## config.mk

```make
export PLATFORM = sky130hd
export DESIGN_NAME = accumulator_alu_with_flags_unit
export DESIGN_NICKNAME = d
export VERILOG_FILES = /design/src/hw/rtl/aalu_pkg.sv /design/src/hw/rtl/aalu_exec.sv /design/src/hw/rtl/accumulator_alu_with_flags_unit.sv
export SDC_FILE = /design/constraint.sdc
export NUM_CORES = 1
export LEC_CHECK = 0
export ABC_CLOCK_PERIOD_IN_PS = 9900
export BUFFER_PORTS_ARGS = -buffer_cell sky130_fd_sc_hd__buf_2
export CAP_MARGIN = 0
export CORE_MARGIN = 1
export CORE_UTILIZATION = 45
export DETAILED_ROUTE_END_ITERATION = 12
export SETUP_SLACK_MARGIN = 0.3
export SLEW_MARGIN = 25
export SYNTH_ARGS = -nofsm -noshare
export SYNTH_HDL_FRONTEND = slang
export SYNTH_HIERARCHICAL = 1
export SYNTH_SLANG_ARGS = --single-unit
export TNS_END_PERCENT = 5
```

## constraint.sdc

```tcl
create_clock -name clock -period 9.9 [get_ports clock]
set_input_delay 1.98 -clock clock [delete_from_list [all_inputs] [get_ports clock]]
set_output_delay 1.98 -clock clock [all_outputs]
set_load 0.01 [all_outputs]
```

## src/hw/rtl/aalu_pkg.sv

```systemverilog
`default_nettype none

package aalu_pkg;

   localparam int ActionWidth = 5;
   localparam int ByteWidth   = 8;
   localparam int WideWidth   = 16;

   localparam logic [ActionWidth-1:0] ACT_ADD    = 5'd0;
   localparam logic [ActionWidth-1:0] ACT_ADC    = 5'd1;
   localparam logic [ActionWidth-1:0] ACT_SUB    = 5'd2;
   localparam logic [ActionWidth-1:0] ACT_SBC    = 5'd3;
   localparam logic [ActionWidth-1:0] ACT_AND    = 5'd4;
   localparam logic [ActionWidth-1:0] ACT_XOR    = 5'd5;
   localparam logic [ActionWidth-1:0] ACT_OR     = 5'd6;
   localparam logic [ActionWidth-1:0] ACT_CP     = 5'd7;
   localparam logic [ActionWidth-1:0] ACT_INC    = 5'd8;
   localparam logic [ActionWidth-1:0] ACT_DEC    = 5'd9;
   localparam logic [ActionWidth-1:0] ACT_RLCA   = 5'd10;
   localparam logic [ActionWidth-1:0] ACT_RRCA   = 5'd11;
   localparam logic [ActionWidth-1:0] ACT_RLA    = 5'd12;
   localparam logic [ActionWidth-1:0] ACT_RRA    = 5'd13;
   localparam logic [ActionWidth-1:0] ACT_DAA    = 5'd14;
   localparam logic [ActionWidth-1:0] ACT_CPL    = 5'd15;
   localparam logic [ActionWidth-1:0] ACT_ADD16  = 5'd16;
   localparam logic [ActionWidth-1:0] ACT_ADDSP  = 5'd17;
   localparam logic [ActionWidth-1:0] ACT_LOAD_A = 5'd18;

   localparam logic [ByteWidth-1:0] DAA_LIMIT    = 8'h99;
   localparam logic [ByteWidth-1:0] DAA_HIGH_ADJ = 8'h60;
   localparam logic [ByteWidth-1:0] DAA_LOW_ADJ  = 8'h06;
   localparam logic [3:0]           DAA_NIBBLE_MAX = 4'h9;

   typedef struct packed {
      logic z;
      logic n;
      logic h;
      logic c;
   } flags_type;

   localparam flags_type FLAGS_CLEAR = '{z: 1'b0, n: 1'b0, h: 1'b0, c: 1'b0};

endpackage

`default_nettype wire

```

## src/hw/rtl/aalu_exec.sv

```systemverilog
`default_nettype none

module aalu_exec (
   input  wire logic [aalu_pkg::ActionWidth-1:0] action,
   input  wire logic [aalu_pkg::ByteWidth-1:0]   operand,
   input  wire logic [aalu_pkg::WideWidth-1:0]   wide_left,
   input  wire logic [aalu_pkg::WideWidth-1:0]   wide_right,
   input  wire logic [aalu_pkg::ByteWidth-1:0]   acc,
   input  wire aalu_pkg::flags_type               flags,
   output logic [aalu_pkg::ByteWidth-1:0]        acc_next,
   output logic [aalu_pkg::ByteWidth-1:0]        byte_result,
   output logic [aalu_pkg::WideWidth-1:0]        wide_result,
   output aalu_pkg::flags_type                   flags_next
);

   logic       add_cin;
   logic       sub_cin;
   logic [8:0] add_sum;
   logic [4:0] add_low;
   logic [8:0] sub_diff;
   logic [4:0] sub_low;
   logic [7:0] inc_val;
   logic [7:0] dec_val;
   logic [16:0] w16_sum;
   logic [12:0] w16_low;
   logic [15:0] sp_sum;
   logic [4:0]  sp_low;
   logic [8:0]  sp_byte;
   logic        daa_hi;
   logic [7:0]  daa_a1;
   logic [7:0]  daa_a2;
   logic [7:0]  daa_res;

   always_comb begin
      add_cin  = (action == aalu_pkg::ACT_ADC) & flags.c;
      sub_cin  = (action == aalu_pkg::ACT_SBC) & flags.c;
      add_sum  = {1'b0, acc} + {1'b0, operand} + {8'd0, add_cin};
      add_low  = {1'b0, acc[3:0]} + {1'b0, operand[3:0]} + {4'd0, add_cin};
      sub_diff = {1'b0, acc} - {1'b0, operand} - {8'd0, sub_cin};
      sub_low  = {1'b0, acc[3:0]} - {1'b0, operand[3:0]} - {4'd0, sub_cin};
      inc_val  = operand + 8'd1;
      dec_val  = operand - 8'd1;
      w16_sum  = {1'b0, wide_left} + {1'b0, wide_right};
      w16_low  = {1'b0, wide_left[11:0]} + {1'b0, wide_right[11:0]};
      sp_sum   = wide_left + {{8{operand[7]}}, operand};
      sp_low   = {1'b0, wide_left[3:0]} + {1'b0, operand[3:0]};
      sp_byte  = {1'b0, wide_left[7:0]} + {1'b0, operand};

      daa_hi = flags.c | (acc > aalu_pkg::DAA_LIMIT);
      if (!flags.n) begin
         daa_a1 = daa_hi ? acc + aalu_pkg::DAA_HIGH_ADJ : acc;
         daa_a2 = (flags.h | (daa_a1[3:0] > aalu_pkg::DAA_NIBBLE_MAX))
                  ? daa_a1 + aalu_pkg::DAA_LOW_ADJ : daa_a1;
      end else begin
         daa_a1 = flags.c ? acc - aalu_pkg::DAA_HIGH_ADJ : acc;
         daa_a2 = flags.h ? daa_a1 - aalu_pkg::DAA_LOW_ADJ : daa_a1;
      end
      daa_res = daa_a2;

      acc_next    = acc;
      flags_next  = flags;
      wide_result = '0;

      case (action)
         aalu_pkg::ACT_ADD, aalu_pkg::ACT_ADC: begin
            acc_next   = add_sum[7:0];
            flags_next = '{z: (add_sum[7:0] == 8'd0), n: 1'b0,
                           h: add_low[4], c: add_sum[8]};
         end
         aalu_pkg::ACT_SUB, aalu_pkg::ACT_SBC, aalu_pkg::ACT_CP: begin
            if (action != aalu_pkg::ACT_CP) begin
               acc_next = sub_diff[7:0];
            end
            flags_next = '{z: (sub_diff[7:0] == 8'd0), n: 1'b1,
                           h: sub_low[4], c: sub_diff[8]};
         end
         aalu_pkg::ACT_AND: begin
            acc_next   = acc & operand;
            flags_next = '{z: ((acc & operand) == 8'd0), n: 1'b0, h: 1'b1, c: 1'b0};
         end
         aalu_pkg::ACT_XOR: begin
            acc_next   = acc ^ operand;
            flags_next = '{z: ((acc ^ operand) == 8'd0), n: 1'b0, h: 1'b0, c: 1'b0};
         end
         aalu_pkg::ACT_OR: begin
            acc_next   = acc | operand;
            flags_next = '{z: ((acc | operand) == 8'd0), n: 1'b0, h: 1'b0, c: 1'b0};
         end
         aalu_pkg::ACT_INC: begin
            flags_next = '{z: (inc_val == 8'd0), n: 1'b0,
                           h: (operand[3:0] == 4'hF), c: flags.c};
         end
         aalu_pkg::ACT_DEC: begin
            flags_next = '{z: (dec_val == 8'd0), n: 1'b1,
                           h: (operand[3:0] == 4'h0), c: flags.c};
         end
         aalu_pkg::ACT_RLCA: begin
            acc_next   = {acc[6:0], acc[7]};
            flags_next = '{z: 1'b0, n: 1'b0, h: 1'b0, c: acc[7]};
         end
         aalu_pkg::ACT_RRCA: begin
            acc_next   = {acc[0], acc[7:1]};
            flags_next = '{z: 1'b0, n: 1'b0, h: 1'b0, c: acc[0]};
         end
         aalu_pkg::ACT_RLA: begin
            acc_next   = {acc[6:0], flags.c};
            flags_next = '{z: 1'b0, n: 1'b0, h: 1'b0, c: acc[7]};
         end
         aalu_pkg::ACT_RRA: begin
            acc_next   = {flags.c, acc[7:1]};
            flags_next = '{z: 1'b0, n: 1'b0, h: 1'b0, c: acc[0]};
         end
         aalu_pkg::ACT_DAA: begin
            acc_next   = daa_res;
            flags_next = '{z: (daa_res == 8'd0), n: flags.n, h: 1'b0,
                           c: flags.c | (~flags.n & daa_hi)};
         end
         aalu_pkg::ACT_CPL: begin
            acc_next   = ~acc;
            flags_next = '{z: flags.z, n: 1'b1, h: 1'b1, c: flags.c};
         end
         aalu_pkg::ACT_ADD16: begin
            wide_result = w16_sum[15:0];
            flags_next  = '{z: flags.z, n: 1'b0, h: w16_low[12], c: w16_sum[16]};
         end
         aalu_pkg::ACT_ADDSP: begin
            wide_result = sp_sum;
            flags_next  = '{z: 1'b0, n: 1'b0, h: sp_low[4], c: sp_byte[8]};
         end
         aalu_pkg::ACT_LOAD_A: begin
            acc_next = operand;
         end
         default: begin
            acc_next = acc;
         end
      endcase

      case (action)
         aalu_pkg::ACT_INC: byte_result = inc_val;
         aalu_pkg::ACT_DEC: byte_result = dec_val;
         default:           byte_result = acc_next;
      endcase
   end

endmodule

`default_nettype wire

```

## src/hw/rtl/accumulator_alu_with_flags_unit.sv

```systemverilog
// Accumulator ALU with Z, N, H and C flags.
// Request channel (req_*): one operation code with its byte and 16-bit
// operands per request, taken when req_valid is high and req_stall low.
// Response channel (rsp_*): accumulator, byte result, 16-bit result and the
// four flags after that operation, taken when rsp_valid is high and
// rsp_stall low. Exactly one response per request, in request order.
// A request passes through the input register, then through the ALU into
// the output register.
// Throughput: one request per cycle while the receiver does not stall; the
// accumulator and flags are updated as a request leaves the input register,
// so the next request sees them at once.
// Reset (synchronous, active high) clears the accumulator, the flags and
// both stage valids.
// When the receiver stalls, the response holds; one more request can wait
// in the input register, after which req_stall rises until the response
// is taken.
`default_nettype none

module accumulator_alu_with_flags_unit (
   input  wire logic                               clock,
   input  wire logic                               reset,
   input  wire logic                               req_valid,
   output logic                                    req_stall,
   input  wire logic [aalu_pkg::ActionWidth-1:0]   req_action,
   input  wire logic [aalu_pkg::ByteWidth-1:0]     req_operand,
   input  wire logic [aalu_pkg::WideWidth-1:0]     req_wide_left,
   input  wire logic [aalu_pkg::WideWidth-1:0]     req_wide_right,
   output logic                                    rsp_valid,
   input  wire logic                               rsp_stall,
   output logic [aalu_pkg::ByteWidth-1:0]          rsp_accumulator_out,
   output logic [aalu_pkg::ByteWidth-1:0]          rsp_byte_result,
   output logic [aalu_pkg::WideWidth-1:0]          rsp_wide_result,
   output logic                                    rsp_zero_flag,
   output logic                                    rsp_subtract_flag,
   output logic                                    rsp_half_carry_flag,
   output logic                                    rsp_carry_flag
);

   logic                             in_valid_ff;
   logic [aalu_pkg::ActionWidth-1:0] action_ff;
   logic [aalu_pkg::ByteWidth-1:0]   operand_ff;
   logic [aalu_pkg::WideWidth-1:0]   wide_left_ff;
   logic [aalu_pkg::WideWidth-1:0]   wide_right_ff;

   logic [aalu_pkg::ByteWidth-1:0]   acc_ff;
   logic [aalu_pkg::ByteWidth-1:0]   acc_in;
   aalu_pkg::flags_type              flags_ff;
   aalu_pkg::flags_type              flags_in;

   logic                             out_valid_ff;
   logic [aalu_pkg::ByteWidth-1:0]   out_acc_ff;
   logic [aalu_pkg::ByteWidth-1:0]   out_byte_ff;
   logic [aalu_pkg::ByteWidth-1:0]   byte_in;
   logic [aalu_pkg::WideWidth-1:0]   out_wide_ff;
   logic [aalu_pkg::WideWidth-1:0]   wide_in;
   aalu_pkg::flags_type              out_flags_ff;

   logic out_free;
   logic advance;
   logic take;

   assign out_free  = !out_valid_ff || !rsp_stall;
   assign advance   = in_valid_ff && out_free;
   assign req_stall = in_valid_ff && !out_free;
   assign take      = req_valid && !req_stall;

   aalu_exec u_exec (
      .action      (action_ff),
      .operand     (operand_ff),
      .wide_left   (wide_left_ff),
      .wide_right  (wide_right_ff),
      .acc         (acc_ff),
      .flags       (flags_ff),
      .acc_next    (acc_in),
      .byte_result (byte_in),
      .wide_result (wide_in),
      .flags_next  (flags_in)
   );

   always_ff @(posedge clock) begin
      if (reset) begin
         in_valid_ff  <= 1'b0;
         out_valid_ff <= 1'b0;
         acc_ff       <= '0;
         flags_ff     <= aalu_pkg::FLAGS_CLEAR;
      end else begin
         if (take) begin
            in_valid_ff <= 1'b1;
         end else if (advance) begin
            in_valid_ff <= 1'b0;
         end
         if (advance) begin
            out_valid_ff <= 1'b1;
            acc_ff       <= acc_in;
            flags_ff     <= flags_in;
         end else if (!rsp_stall) begin
            out_valid_ff <= 1'b0;
         end
      end
   end

   always_ff @(posedge clock) begin
      if (take) begin
         action_ff     <= req_action;
         operand_ff    <= req_operand;
         wide_left_ff  <= req_wide_left;
         wide_right_ff <= req_wide_right;
      end
      if (advance) begin
         out_acc_ff   <= acc_in;
         out_byte_ff  <= byte_in;
         out_wide_ff  <= wide_in;
         out_flags_ff <= flags_in;
      end
   end

   assign rsp_valid           = out_valid_ff;
   assign rsp_accumulator_out = out_acc_ff;
   assign rsp_byte_result     = out_byte_ff;
   assign rsp_wide_result     = out_wide_ff;
   assign rsp_zero_flag       = out_flags_ff.z;
   assign rsp_subtract_flag   = out_flags_ff.n;
   assign rsp_half_carry_flag = out_flags_ff.h;
   assign rsp_carry_flag      = out_flags_ff.c;

endmodule

`default_nettype wire

```

# Word-level counts from Yosys, hierarchy flattened
# Index checks and enable logic that the tools add are counted.
dict set report classes {
  n_addsub 19
  magnitude_cmp 2
  eq_ne 21
  muxes 14
  n_bitwise 11
  reduce_logical 23
}
# operator n
set op_table {}
lappend op_table {{$pmux W8 S12} 1}
lappend op_table {{$logic_not A8 Y1} 8}
lappend op_table {{$pmux W4 S13} 1}
lappend op_table {{$mux W8} 6}
lappend op_table {{$eq A5 B4 Y1 const B} 8}
lappend op_table {{$pmux W16 S2} 1}
lappend op_table {{$eq A5 B3 Y1 const B} 4}
lappend op_table {{$add A8 B8 Y9} 2}
lappend op_table {{$add A16 B16 Y17} 1}
lappend op_table {{$add A16 B16 Y16} 1}
lappend op_table {{$pmux W8 S2} 1}
lappend op_table {{$eq A5 B5 Y1 const B} 3}
lappend op_table {{$add A12 B12 Y13} 1}
lappend op_table {{$add A4 B4 Y5} 2}
lappend op_table {{$eq A5 B2 Y1 const B} 2}
lappend op_table {{$add A9 B1 Y9} 1}
lappend op_table {{$sub A8 B8 Y9} 1}
lappend op_table {{$sub A9 B1 Y9} 1}
lappend op_table {{$add A8 B1 Y8 const B} 1}
lappend op_table {{$add A8 B3 Y8 const B} 1}
lappend op_table {{$add A8 B7 Y8 const B} 1}
lappend op_table {{$and A8 B8 Y8} 1}
lappend op_table {{$gt A8 B8 Y1 const B} 1}
lappend op_table {{$not A8 Y8} 1}
lappend op_table {{other kinds (25)} 39}
dict set report word_totals {
  ff_bits 95
  in_bits 49
  wordCells 108
}

# Logic depth before layout (Yosys ltp)
# Gate-level depths: netlist of run 1.
dict set report depth {
  ltp_word 9
  depth_mapped 19
  mapped_depth_nobuf 16
}

# Hierarchy
# Netlist of run 1, hierarchy kept.
# mod n_inst cells_per_inst area_each_um2
set modules_own_cells {}
lappend modules_own_cells {aalu_exec 1 723 4947.2}
lappend modules_own_cells {accumulator_alu_with_flags_unit 1 142 3059.2}

# Worst setup path after synthesis of run 1
# OpenSTA, ideal clock, no wires.
dict set report synth_path {
  kind {in2reg}
  startpoint {in rsp_stall}
  endpoint {reg action_ff[0] in the netlist's numbering (enable)}
  setup_time_ns 0.447
  t_arrival_ns 4.046
  required_time_ns 9.453
  path_slack_ns 5.407
  cell_stages 3
  path_cell_list {nand3_1 > inv_1 > nor2_1}
}
dict set report synth_via {
  elab_chain_cells 6
}
# element line
set synth_lines {}
lappend synth_lines {{start: declaration} accumulator_alu_with_flags_unit.sv:29} ;# input wire logic rsp_stall,
lappend synth_lines {{$logic_not A1 Y1} --}
lappend synth_lines {{$logic_or A1 B1 Y1} accumulator_alu_with_flags_unit.sv:62} ;# assign out_free = !out_valid_ff || !rsp_stall;
lappend synth_lines {{$logic_not A1 Y1} accumulator_alu_with_flags_unit.sv:64} ;# assign req_stall = in_valid_ff && !out_free;
lappend synth_lines {{$logic_and A1 B1 Y1} accumulator_alu_with_flags_unit.sv:64}
lappend synth_lines {{via req_stall} accumulator_alu_with_flags_unit.sv:23} ;# output logic req_stall,
lappend synth_lines {{$logic_not A1 Y1} accumulator_alu_with_flags_unit.sv:65} ;# assign take = req_valid && !req_stall;
lappend synth_lines {{$logic_and A1 B1 Y1} accumulator_alu_with_flags_unit.sv:65}
lappend synth_lines {{via take} accumulator_alu_with_flags_unit.sv:60} ;# logic take;
lappend synth_lines {{end signal: assignment} accumulator_alu_with_flags_unit.sv:104} ;# action_ff <= req_action;
lappend synth_lines {{end: declaration} accumulator_alu_with_flags_unit.sv:40} ;# logic [aalu_pkg::ActionWidth-1:0] action_ff;
# The timed path passes the listed nets, and every way through them passes these cells.
# A chain may end at the register's enable or synchronous reset.

# Worst setup path after layout of run 1
dict set report layout_path {
  startpoint {reg action_ff[3] in the netlist's numbering}
  endpoint {reg out_byte_ff (netlist bit rsp_byte_result[4]) (data pin)}
}
dict set report layout_via {
  elab_chain_cells 6
  word_cells_on_any_way 27
  classes_between {add/sub (2); eq/ne (17); mux (3); bitwise (2); reduce/logical (3)}
}
# element line
set layout_lines {}
lappend layout_lines {{$eq A5 B2 Y1} {aalu_exec.sv:36, aalu_exec.sv:64}}
lappend layout_lines {{$and A1 B1 Y1} aalu_exec.sv:36} ;# sub_cin = (action == aalu_pkg::ACT_SBC) & flags.c;
lappend layout_lines {{$sub A9 B1 Y9} aalu_exec.sv:39} ;# sub_diff = {1'b0, acc} - {1'b0, operand} - {8'd0, sub_cin};
lappend layout_lines {{$mux W8} aalu_exec.sv:71} ;# if (action != aalu_pkg::ACT_CP) begin
lappend layout_lines {{$pmux W8 S12 *} aalu_exec.sv:64} ;# case (action)
lappend layout_lines {{via acc_in, one bit} accumulator_alu_with_flags_unit.sv:46} ;# logic [aalu_pkg::ByteWidth-1:0] acc_in;
lappend layout_lines {{$pmux W8 S2 *} aalu_exec.sv:138} ;# case (action)
lappend layout_lines {{via byte_in, one bit} accumulator_alu_with_flags_unit.sv:53} ;# logic [aalu_pkg::ByteWidth-1:0] byte_in;
lappend layout_lines {{end signal: assignment} accumulator_alu_with_flags_unit.sv:111} ;# out_byte_ff <= byte_in;
lappend layout_lines {{end: declaration} accumulator_alu_with_flags_unit.sv:52} ;# logic [aalu_pkg::ByteWidth-1:0] out_byte_ff;
# The timed path passes the listed nets; every way through them passes the cells marked *.

==> summary.txt, run 1 <==
Run status
  • Status: finished, final reports clean

STA
  • Clock period minus worst slack: 4.74 ns
  • Slew Viols, Final: 0
  • Sum Neg Setup Slack: 0 ns
  • Worst slew pin tran: 0.832 ns
  • Final setup viols: 0
  • Hold Vio Cnt, Final: 0
  • Fmax: 0.211 GHz
  • RSZ-0062 raised after global routing: false
  • Setup Skew: 0.00705 ns
  • Final Cycle Share: 0.479
  • Relative slew slack: 0.445

Power and ir drop
  • Clock Power Share: 0.293
  • P_int: 766 uW
  • P_leak: 3.48 nW
  • Sw Share: 0.325
  • Design Power: 1.13 mW
  • Max IR drop VDD: 0.110 mV
  • Switching pwr: 369 uW
  • Power Density: 128 mW/mm^2
  • Sequential share of power: 0.431
  • Combinational group share of total power: 0.276

Layout
  • # fillers: 1666
  • Area Overhead vs Synth: 10.5%
  • N_diodes: 0
  • Layout cells sized above 1: 0.148
  • Total Nets Final: 1050

Detailed routing
  • Routed vias: 7118
  • Final ANT Viol Nets: 0
  • Detailed Route WL: 24800 um
  • Iteration-0 DRC count of the detailed router: 663
  • WL/cell: 21.5 um
  • DR pass1 iterations: 7
  • Vias per Instance: 6.16
  • DRC Markers: 0

Synth
  • Syn_nets: 989
  • Count leader, synth: edfxtp_1
  • Synth Instances: 865
  • Syn Area/Cell: 9.26 sq um
  • Post-synth EDFFs: 81
  • Area share of the leading cell type in the synthesized netlist: 0.304
  • Cell Area, Synth: 0.00801 sq mm
  • Sequential fraction of the synthesis area: 0.339
  • Area leader, netlist: edfxtp_1
  • Async SR Flop Fraction: 0
  • Top post-synthesis cells by area: edfxtp_1 30%, ha_1 11%, xnor2_1 3.9%
  • YS warnings: 6
  • Synth cell types: 80
  • Most used DFF post-synth: edfxtp_1
  • Synth top cells by count: 81 x edfxtp_1, 69 x ha_1, 63 x nor2_1, 57 x nand2_1
  • Synthesized flop and latch total: 95

Clock tree
  • Clock Path Buffers: 2
  • Clock Tree Root: clkbuf_16
  • H-tree Lvls: 3
  • Number of buffers created by CTS: 9
  • Hold_buf cts: 0
  • Clock latency on the worst-skew pair: 0.35 ns
  • CTS Sinks: 95
  • Reg clk slew, reported paths: 0.07 ns
  • Post-CTS setup buffers: 0
  • Post-CTS sizing: 0
  • CTS tree: done

Global routing
  • GRT Util Overall: 0.277
  • First-pass GRT wire length: 37800 um
  • Initial antenna violation count: 0
  • Vias in the first global route: 6652
  • Largest net degree at the start of global routing: 49
  • GRT overflow: 0

Worst setup path
  • CP max FO: 24
  • Crit path DAT: 4.85 ns
  • Worst Reg-to-Reg Cells: 13
  • Critical path class: reg -> reg
  • Nature of the critical path startpoint: register
  • CP endpoint kind: register
  • Required time worst endpoint: 10.00 ns

Die
  • Core ar.: 0.0174 sq mm
  • Number of placement rows: 48
  • Die X: 135 um
  • Die Y: 135 um
  • IO Pins: 87
  • Die area: 0.0183 sq mm
  • Initial Utilization: 0.461

Place
  • Post-DP HPWL: 18400 um
  • Gpl congestion: 1.04
  • # port buffers: 86

Worst hold path
  • Cells on Worst Hold Path: 2
  • HP Class: reg -> reg

Run
  • Max-cap violations: 0
-- cells in the final DEF (no fill, tap or decap), types with 6 or more instances in the layout --
cell type | synthesis | final
xor2_1 | 14 | 14
nand3_1 | 12 | 12
ha_1 | 69 | 69
nand2_1 | 57 | 57
buf_4 | 1 | 8
a22oi_1 | 11 | 11
inv_1 | 40 | 40
nor2b_1 | 17 | 17
a31oi_1 | 11 | 11
buf_2 | 11 | 86
nor2_1 | 63 | 62
nor4_1 | 11 | 10
edfxtp_1 | 81 | 81
a211oi_1 | 17 | 17
o21a_1 | 6 | 6
a21oi_1 | 49 | 49
mux2_2 | 8 | 8
o211ai_1 | 11 | 11
mux2i_1 | 25 | 25
fa_1 | 6 | 6
nor3_1 | 28 | 28
nand4_1 | 13 | 13
a21o_1 | 15 | 15
xnor2_1 | 36 | 36
o22ai_1 | 11 | 11
and3_1 | 12 | 12
nand2b_1 | 34 | 34
dfxtp_1 | 14 | 14
o21ai_0 | 49 | 49
clkbuf_16 | 0 | 9
-- flip-flops by register name (all words and copies together), names as in the netlist, 4 cells and up --
register and cells:
acc_ff 8, action_ff 5, flags_ff 4, operand_ff 8, rsp_accumulator_out 8, rsp_byte_result 8
rsp_wide_result 16, wide_left_ff 16, wide_right_ff 16
-- logic make-up after synthesis --
| group | after synthesis | share of synthesized area |
|---|---|---|
| buf+inv | 84 | 0.0474 |
| simple gates | 284 | 0.185 |
| xor+xnor | 50 | 0.0547 |
| flops | 95 | 0.339 |
| fa+ha+maj | 76 | 0.124 |
| compound gates | 243 | 0.208 |
| mux | 33 | 0.0425 |
-- critical path, cell delays in order, from the launching register on --
cell	delay [ns]
edfxtp_1	0.73
or2_4	0.44
or4_1	0.55
fa_1	0.53
inv_1	0.05
ha_1	0.18
nor2_1	0.13
fa_1	0.24
nand2b_1	0.10
a21oi_1	0.31
xor2_1	0.25
o22ai_1	0.11
or4_4	0.59
mux2_2	0.28
-- stage by stage --
stage                     instances   util  hold WS (ns)  setup WS (ns)  instance area, sq um
after global placement         1140  0.493         0.479           5.35                  8560
final                          1156  0.510         0.501           5.16                  8840
after global routing           1156  0.510         0.544           4.98                  8840
after CTS                      1156  0.510         0.509           5.22                  8840
after detailed placement       1140  0.493         0.492           5.23                  8560
after floorplan                 865      -         0.444           5.41                  8010
-- power by group through the flow --
stage	logic, mW	clock network [mW]	registers [mW]
final	0.313	0.333	0.489
after CTS	0.308	0.345	0.489
after global routing	0.342	0.355	0.492
after detailed placement	0.306	0	0.498
after global placement	0.305	0	0.498
after floorplan	0.223	0	0.488
-- path summary, 6_finish.rpt --
| path | from | slack (ns) | endpoint |
|---|---|---|---|
| hold / removal | in_valid_ff$_SDFFE_PP0P_ | 0.50 | rsp_valid$_SDFFE_PP0P_ |
| setup / recovery | action_ff[3]$_DFFE_PP_ | 5.16 | rsp_byte_result[4]$_DFFE_PP_ |
| hold reg to reg | in_valid_ff$_SDFFE_PP0P_ | 0.50 | rsp_valid$_SDFFE_PP0P_ |
| setup reg to reg | action_ff[3]$_DFFE_PP_ | 5.16 | rsp_byte_result[4]$_DFFE_PP_ |
-- layout make-up --
| cell class | count | area (sq um) | area share |
|---|---|---|---|
| Sequential cell | 95 | 2710 | 0.307 |
| Tap cell | 225 | 282 | 0.0318 |
| Inverter | 40 | 150 | 0.0170 |
| Clock inverter | 5 | 38.8 | 0.00439 |
| Multi-Input combinational cell | 686 | 4930 | 0.557 |
| Clock buffer | 11 | 243 | 0.0274 |
| Timing Repair Buffer | 94 | 490 | 0.0555 |
-- metal layers --
| metal | wire [um] | global-route usage | part of all wire |
|---|---|---|---|
| met5 | 0 | 0 | 0 |
| met4 | 997 | 0.135 | 0.040 |
| met3 | 1750 | 0.0441 | 0.070 |
| met2 | 11300 | 0.437 | 0.45 |
| met1 | 10800 | 0.368 | 0.44 |
No activity file was read; power rests on OpenSTA's default activity.
==> run 2, diff against run 1 <==
--- a/config.mk
+++ b/config.mk
@@ -5,7 +5,8 @@
 export SDC_FILE = /design/constraint.sdc
 export NUM_CORES = 1
 export LEC_CHECK = 0
-export ABC_CLOCK_PERIOD_IN_PS = 9900
+export ABC_AREA = 1
+export ABC_CLOCK_PERIOD_IN_PS = 4500
 export BUFFER_PORTS_ARGS = -buffer_cell sky130_fd_sc_hd__buf_2
 export CAP_MARGIN = 0
 export CORE_MARGIN = 1
==> constraint.sdc (replaced) <==
create_clock -name clock -period 4.5 [get_ports clock]
set_input_delay 0.9 -clock clock [delete_from_list [all_inputs] [get_ports clock]]
set_output_delay 0.9 -clock clock [all_outputs]
set_load 0.01 [all_outputs]
==> run 2 against run 1 <==
Compared with the run above: combinational power increased by 140%; non-clock buffer count increased by 2; register-to-register slack worse by 4.2 ns; synthesized area is 2.3% lower; sequential power up 120%; via count increased by 1.4%; flip-flop and latch count is the same; largest power group unchanged; first-iteration DRC count down 14%; core utilization grew 1.9 points.
==> summary.txt, run 2 <==
Run status
  • Status: finished, final reports clean

Synth
  • Syn Area/Cell: 7.83 sq um
  • Synth Instances: 1000
  • Area leader, netlist: edfxtp_1
  • Sequential fraction of the synthesis area: 0.347
  • Post-synth EDFFs: 81
  • Top post-synthesis cells by area: edfxtp_1 31%, ha_1 11%, nand2_1 11%
  • Async SR Flop Fraction: 0
  • Most used DFF post-synth: edfxtp_1
  • Synthesized flop and latch total: 95
  • YS warnings: 6
  • Syn_nets: 1124
  • Synth top cells by count: 224 x nand2_1, 120 x inv_1, 81 x edfxtp_1, 80 x nor2_1, 76 x a21oi_1
  • Count leader, synth: nand2_1
  • Synth cell types: 56
  • Area share of the leading cell type in the synthesized netlist: 0.311
  • Cell Area, Synth: 0.00783 sq mm

Power and ir drop
  • P_leak: 4.13 nW
  • Design Power: 2.65 mW
  • Power Density: 299 mW/mm^2
  • Max IR drop VDD: 0.240 mV

Global routing
  • Largest net degree at the start of global routing: 46
  • GRT Util Overall: 0.280
  • GRT overflow: 0
  • Initial antenna violation count: 0
  • First-pass GRT wire length: 37700 um
  • Vias in the first global route: 6931

Worst setup path
  • Crit path buffers/inverters: 4
  • Crit path DAT: 3.79 ns
  • Max stage delay cell, worst path: edfxtp_1
  • Crit path top cell by count: nor2_1
  • Largest stage delay on the critical path: 0.53 ns
  • Nature of the critical path startpoint: register
  • Crit path max-delay family: simple AND/OR/NAND/NOR gates
  • Critical path class: reg -> reg
  • CP endpoint kind: register
  • CP max FO: 7
  • Required time worst endpoint: 4.74 ns
  • Critical-path cell list: inv_4 -> nor2_8 -> nand3_1 -> fa_1 -> inv_1 -> ha_1 -> nor2_1 -> fa_1 -> inv_1 -> o21ai_0 -> nand2_1 -> xor2_1 -> nor2_1 -> nand4_1 -> nand3_1 -> nor2_1 -> nand3_1 -> inv_1 -> nand3_2 -> nand2_1 -> nor2_1

Place
  • # port buffers: 86
  • Post-DP HPWL: 18900 um
  • Gpl congestion: 1.02

Detailed routing
  • Vias per Instance: 5.48
  • Routed vias: 7216
  • Detailed Route WL: 24000 um
  • Final ANT Viol Nets: 0
  • WL/cell: 18.2 um
  • Iteration-0 DRC count of the detailed router: 571
  • DRC Markers: 0
  • DR pass1 iterations: 5

Die
  • Core ar.: 0.0168 sq mm
  • Number of placement rows: 47
  • Die X: 134 um
  • Die area: 0.0179 sq mm
  • Initial Utilization: 0.467
  • IO Pins: 87
  • Die Y: 134 um

Clock tree
  • Post-CTS setup buffers: 0
  • Clock Tree Root: clkbuf_16
  • Clock Path Buffers: 2
  • Post-CTS sizing: 0
  • Clock latency on the worst-skew pair: 0.35 ns
  • CTS tree: done
  • Number of buffers created by CTS: 9
  • CTS Sinks: 95
  • H-tree Lvls: 3
  • Reg clk slew, reported paths: 0.07 ns
  • Hold_buf cts: 0

Run
  • Max-cap violations: 0

Layout
  • Total Nets Final: 1215
  • Commonest non-fill, non-tap cell in the layout: nand2_1
  • N_diodes: 0
  • Area of the multi-input gates: 0.00451 sq mm
  • Layout cells sized above 1: 0.165
  • Area Overhead vs Synth: 13.2%
  • Register Area: 0.00271 sq mm
  • # fillers: 1616
  • Most frequent cells in the layout: 224 x nand2_1, 119 x inv_1, 86 x buf_2

STA
  • RSZ-0062 raised after global routing: false
  • Sum Neg Setup Slack: 0 ns
  • Worst slew pin tran: 0.743 ns
  • Hold Vio Cnt, Final: 0
  • Clock period minus worst slack: 3.54 ns
  • Final setup viols: 0
  • Hold_ws: 0.507 ns
  • Setup Skew: 0.00989 ns
  • Slew Viols, Final: 0
  • Fmax: 0.282 GHz
  • Relative slew slack: 0.504
  • Final Cycle Share: 0.788

Worst hold path
  • HP Class: reg -> reg
[run 2: worst reg2reg max path, cell delays in order (launching register included)]
cell and delay [ns]:
edfxtp_1 0.53, inv_4 0.13, nor2_8 0.17, nand3_1 0.11, fa_1 0.53, inv_1 0.05, ha_1 0.16, nor2_1 0.23
fa_1 0.28, inv_1 0.07, o21ai_0 0.14, nand2_1 0.13, xor2_1 0.21, nor2_1 0.07, nand4_1 0.11, nand3_1 0.09
nor2_1 0.11, nand3_1 0.09, inv_1 0.08, nand3_2 0.06, nand2_1 0.08, nor2_1 0.04
[run 2: cells by family after synthesis]
| group | Yosys count | synth area share |
|---|---|---|
| AOI/OAI and AO/OA | 172 | 0.127 |
| xor gates and xnor gates | 34 | 0.0381 |
| adders and majority gates | 75 | 0.126 |
| buffers and inverters | 153 | 0.0784 |
| DFF | 95 | 0.347 |
| and+or+nand+nor | 471 | 0.284 |
[run 2: worst paths after layout]
check / from / endpoint / slack, ns / cells past startpoint
setup / recovery: action_ff[0]$_DFFE_PP_ / flags_ff[3]$_SDFFE_PP0P_ / 0.96 / 21
hold / removal: flags_ff[3]$_SDFFE_PP0P_ / flags_ff[3]$_SDFFE_PP0P_ / 0.51 / 2
setup reg to reg: action_ff[0]$_DFFE_PP_ / flags_ff[3]$_SDFFE_PP0P_ / 0.96 / 21
hold reg to reg: flags_ff[3]$_SDFFE_PP0P_ / flags_ff[3]$_SDFFE_PP0P_ / 0.51 / 2
[run 2: metal layers]
metal / wire (um) / global-route usage
met1: 10900 / 0.385
met2: 10300 / 0.421
met3: 1930 / 0.0578
met4: 906 / 0.132
met5: 0 / 0
[run 2: metrics by stage]
stage	cells	instance area, sq um	setup WS [ns]	utilization
4_1_cts	1316	8860	0.950	0.528
3_5_place_dp	1300	8520	0.975	0.508
3_3_place_gp	1300	8520	1.11	0.508
6_report	1316	8860	0.956	0.528
2_1_floorplan	1000	7830	1.36	-
5_1_grt	1316	8860	0.466	0.528
[run 2: power breakdown]
part | switching [mW] | total [mW] | internal, mW
clock | 0.331 | 0.831 | 0.500
combinational | 0.492 | 0.751 | 0.259
sequential | 0.0487 | 1.07 | 1.02
[run 2: final cells by class]
class | instances | share of cell area
inverter | 137 | 0.0585
sequential | 95 | 0.306
clock buffer | 12 | 0.0314
tap | 220 | 0.0311
multi-input combinational | 752 | 0.509
timing repair buffer | 96 | 0.0571
clock inverter | 4 | 0.00636
